--- config.mk ---
export PLATFORM = sky130hd
export DESIGN_NAME = dsfl_ctrl
export DESIGN_NICKNAME = d
export VERILOG_FILES = /design/src/hw/rtl/dsfl_pkg.sv /design/src/hw/rtl/dsfl_ctrl.sv
export VERILOG_INCLUDE_DIRS = /design/src /design/src/hw/rtl
export SDC_FILE = /design/constraint.sdc
export NUM_CORES = 1
export LEC_CHECK = 0
export ABC_AREA = 1
export BUFFER_PORTS_ARGS = -buffer_cell sky130_fd_sc_hd__buf_4
export CAP_MARGIN = 25
export CORE_AREA = 8 8 45 47
export CTS_CLUSTER_DIAMETER = 80
export CTS_CLUSTER_SIZE = 12
export DETAILED_ROUTE_END_ITERATION = 10
export DIE_AREA = 0 0 53 55
export PLACE_DENSITY_LB_ADDON = 0.1
export RECOVER_POWER = 50
export SLEW_MARGIN = 5
export SYNTH_ARGS = -nofsm -noshare
export SYNTH_HDL_FRONTEND = slang
export SYNTH_SLANG_ARGS = --single-unit
export TNS_END_PERCENT = 50
--- constraint.sdc ---
create_clock -name clk -period 1.2 [get_ports clk]
set_input_delay 0.36 -clock clk [delete_from_list [all_inputs] [get_ports clk]]
set_output_delay 0.36 -clock clk [all_outputs]
set_load 0.005 [all_outputs]
--- src/hw/rtl/assert_macros.svh ---
// Assertion macros shared by the free list RTL.
`ifndef ASSERT_MACROS_SVH
`define ASSERT_MACROS_SVH

// Property must hold at every clock edge outside reset.
`define DSFL_ASSERT(lbl, clk, rst_n, prop) \
    lbl: assert property (@(posedge clk) disable iff (!rst_n) (prop)) \
        else $error("assertion failed: %m");

// Expression must never be true outside reset.
`define DSFL_ASSERT_NEVER(lbl, clk, rst_n, expr) \
    lbl: assert property (@(posedge clk) disable iff (!rst_n) !(expr)) \
        else $error("forbidden condition: %m");

`endif

--- src/hw/rtl/dsfl_pkg.sv ---
// Shared constants, codes and control structs of the descriptor slot free list.
`timescale 1ns / 1ps

package dsfl_pkg;

    localparam int DSFL_POOL_DEPTH = 1024;

    localparam int ADDR_W     = 64;
    localparam int INC_W      = 16;
    localparam int SIZE_W     = 11;
    localparam int SLOT_W     = 10;
    localparam int STATUS_W   = 3;
    localparam int CFG_IDX_W  = 2;
    localparam int CFG_DATA_W = 64;
    localparam int DIV_W      = ADDR_W;

    localparam logic [INC_W-1:0] INC_RESET = INC_W'(32);

    typedef enum logic [STATUS_W-1:0] {
        ST_OK       = 3'd0,
        ST_EMPTY    = 3'd1,
        ST_DISAGREE = 3'd2,
        ST_RANGE    = 3'd3,
        ST_FULL     = 3'd4
    } status_t;

    typedef enum logic [CFG_IDX_W-1:0] {
        REG_CPU_BASE  = 2'd0,
        REG_GPU_BASE  = 2'd1,
        REG_INCREMENT = 2'd2,
        REG_POOL_SIZE = 2'd3
    } cfg_reg_t;

    typedef enum logic {
        CMD_ALLOC = 1'b0,
        CMD_FREE  = 1'b1
    } command_t;

    typedef struct packed {
        logic div_start;
        logic alloc_rd;
        logic alloc_mul;
        logic alloc_add;
        logic set_empty;
        logic free_check;
        logic load_out;
    } cmd_t;

    typedef struct packed {
        logic stack_empty;
        logic div_done;
        logic out_free;
    } sts_t;

endpackage

--- src/hw/rtl/dsfl_ctrl.sv ---
// Free list controller: sequences allocate and free operations over the datapath.
`timescale 1ns / 1ps
`include "assert_macros.svh"

module dsfl_ctrl import dsfl_pkg::*;
(
    input  logic     clk,
    input  logic     rst_n,
    input  logic     in_valid,
    input  command_t in_command,
    output logic     in_ready,
    input  sts_t     sts,
    output cmd_t     cmd
);

    typedef enum logic [2:0] {
        S_IDLE,
        S_ALLOC_RD,
        S_ALLOC_MUL,
        S_ALLOC_ADD,
        S_FREE_WAIT,
        S_FINISH
    } state_t;

    state_t state_reg;
    state_t state_next;

    always_ff @(posedge clk or negedge rst_n)
    begin
        if (!rst_n)
        begin
            state_reg <= S_IDLE;
        end
        else
        begin
            state_reg <= state_next;
        end
    end

    always_comb
    begin
        cmd        = '0;
        state_next = state_reg;
        in_ready   = (state_reg == S_IDLE);
        case (state_reg)
            S_IDLE:
            begin
                if (in_valid)
                begin
                    if (in_command == CMD_FREE)
                    begin
                        cmd.div_start = 1'b1;
                        state_next    = S_FREE_WAIT;
                    end
                    else
                    begin
                        state_next = S_ALLOC_RD;
                    end
                end
            end
            S_ALLOC_RD:
            begin
                if (sts.stack_empty)
                begin
                    cmd.set_empty = 1'b1;
                    state_next    = S_FINISH;
                end
                else
                begin
                    cmd.alloc_rd = 1'b1;
                    state_next   = S_ALLOC_MUL;
                end
            end
            S_ALLOC_MUL:
            begin
                cmd.alloc_mul = 1'b1;
                state_next    = S_ALLOC_ADD;
            end
            S_ALLOC_ADD:
            begin
                cmd.alloc_add = 1'b1;
                state_next    = S_FINISH;
            end
            S_FREE_WAIT:
            begin
                if (sts.div_done)
                begin
                    cmd.free_check = 1'b1;
                    state_next     = S_FINISH;
                end
            end
            S_FINISH:
            begin
                if (sts.out_free)
                begin
                    cmd.load_out = 1'b1;
                    state_next   = S_IDLE;
                end
            end
            default:
            begin
                state_next = S_IDLE;
            end
        endcase
    end

    `DSFL_ASSERT(a_div_done_in_wait, clk, rst_n, sts.div_done |-> state_reg == S_FREE_WAIT)

endmodule

==> metrics.cfg <==
[synth]
unique_cell_type_count_in_the_yosys_netlist=14
synth_seq_cells=3
ys.flop_type=dfrtp_1
yosys_warnings=0
synth_seq_area_share_pct=27.1
synth.most_common_cell=nand2_1
syn-mean-instance-area_um2=6.43
synth_enable_flop_cells=0
postSynthCellCount=43
postSynthNetCount=50
synth_largest_type_area_fraction_pct=27.1
synthesis.area_um2=277
asr_flop_ratio_synth_pct=100
synth_common_cells=nand2_1, inv_1, nor2_1
synth_area_leaders=dfrtp_1, nand2_1, inv_1
synth_area_leader_cell=dfrtp_1

[hold_path]
worstHoldPathType=in -> reg

[sta]
setup_viol=10
hold_violation_count_in_the_final_report=0
min_period_ps=1510
layout_setup_ws_ps=-308
finalCritPeriodShare_pct=126
tightestPinTransition_ps=164
worst_hold_slack_ps=336
rsz0062_at_grt=true
slew_headroom_pct=89.1
timing_max_transition_violations_final=0
maxClockFrequency_mhz=663
fin_skew_ps=3.71

[power_and_ir_drop]
powerDensity_nw_per_um2=2680
total_power_mw=1.59
static_power_due_to_leakage_nw=0.352
max-vdd-ir-drop_mv=1.07

[clocking]
htree_num_levels=1
clockBufferDepth=2
tritoncts=yes
worst_skew_pair.late_latency_ps=230
cts.clk_slew.worst_paths_ps=40
clk_sink_count=3
clock-root-buffer=clkbuf_4
cts_inserted_buffers=3

[finish]
syn_to_final_growth_pct=115
n_fill_cell=151
largest_reg_flops=3
finalNonFillerCells=96
fraction_of_final_layout_cells_sized_beyond_drive_strength_1_pct=62.5
insertedDiodeCount=0
final_net_count=88

[placement]
place_hpwl_um=716
dp_cells=83
portBuffers=14
globalplace.congestion=0.713
dpl_worst_slack_ps=-59.2

[critical_path]
worstPathMaxFanout=5
worst-path-buf-inv=3
crit_slowest_cell=dfrtp_2
critical-path-top-delay-family=flip-flops
reg2reg_setup_slack_ps=-100
critical_path_data_required_time_ps=840
critPathCaptureType=primary output
worst_ep_arrival_time_ps=1150
critical_path.most_common_cell=buf_4
worst-setup-path-type=reg -> out
startpoint_type=register
worst_path_cell_trace=buf_6 -> buf_4 -> nand3_2 -> nor2_1 -> buf_4
critPathMaxStageDelay_ps=440

[floorplanning]
chipWidth_um=53
start_util_pct=20.0
rows=14
placeableCoreArea_um2=1380
chipHeight_um=55
overall_die_area_um2=2920
ios=15

[routing]
drcViolationCount=0
drt-pass1-iter-count=4
vias_per_cell=4.00
via_count=384
antenna_violating_nets_post_route=0
drt-wirelength-per-cell_um=9.63
wl_um=924
drt_iter0_drc=6

[grt]
grt.met3_usage_pct=2.67
grt_start_max_net_pins=7
met1_routing_resource_usage_after_global_routing_pct=8.07
number_of_global_route_vias_before_repair=388
grtUsageMet2_pct=10.4
antenna_found_initial=0
global_route.peak_usage_layer=met2
first_pass_grt_wire_length_mm=1.53
global_route.overflow_total=0
grt.total_usage_pct=7.00

[run]
max_cap_viol_count=0

[outcome]
status=finished with violations
failed_checks=setup timing

-- timing repair --
action	in CTS	in global routing
pin swaps	1	3
setup endpoints to repair	10	10
endpoints found under the hold margin	3	0
setup buffers	5	3
hold buffers	1	0
gates resized for setup	4	6
-- power breakdown --
part | switching [mW] | total [mW] | internal (mW)
clock network | 0.0554 | 0.180 | 0.125
logic | 0.482 | 1.17 | 0.684
registers | 0.0862 | 0.248 | 0.162
-- metal layers --
metal	routed length, um	vias up	part of all wire [%]
met3	74	2	8.0
li1	-	208	-
met1	392	162	42
met4	13	0	1.4
met5	0	-	0
met2	443	12	48
-- area by class of cell --
| class | count | area (um2) | share of cell area [%] |
|---|---|---|---|
| inverter | 10 | 40.0 | 6.72 |
| multi-input combinational | 29 | 170 | 28.6 |
| timing repair buffer | 34 | 262 | 43.9 |
| sequential | 3 | 77.6 | 13.0 |
| tap | 16 | 20.0 | 3.36 |
| clock buffer | 4 | 26.3 | 4.41 |
-- kinds of logic after synthesis --
kind of cell | count (synthesis) | synth area share (%)
compound gates | 1 | 2.26
flops | 3 | 27.1
buf+inv | 11 | 17.6
simple gates | 28 | 52.9
-- worst paths after layout --
kind,startpoint,end,cells past startpoint
setup reg to reg,state_reg[0],state_reg[2],10
hold / removal,sts[2],state_reg[1],2
min in group asynchronous,rst_n,state_reg[1],2
hold reg to reg,state_reg[2],state_reg[1],3
setup / recovery,state_reg[0],cmd[0],5
max in group asynchronous,rst_n,state_reg[2],2
-- layout by cell type (no fill, tap or decap), drive strengths merged --
| master | n |
|---|---|
| nand4 | 3 |
| clkbuf | 5 |
| dlygate4sd3 | 1 |
| o22ai | 1 |
| inv | 10 |
| nor2 | 8 |
| buf | 32 |
| dfrtp | 3 |
| nand3 | 6 |
| nand2 | 11 |
-- metrics by stage --
| stage | setup TNS (ps) | area [um2] | utilization (%) |
|---|---|---|---|
| after floorplan | 0 | 277 | - |
| after global placement | -82.5 | 473 | 34.2 |
| after detailed placement | -103 | 473 | 34.2 |
| after CTS | -2080 | 559 | 40.4 |
| after global routing | -2880 | 596 | 43.0 |
| final | -2210 | 596 | 43.0 |
Note: power is estimated with default switching activity, not from simulation.
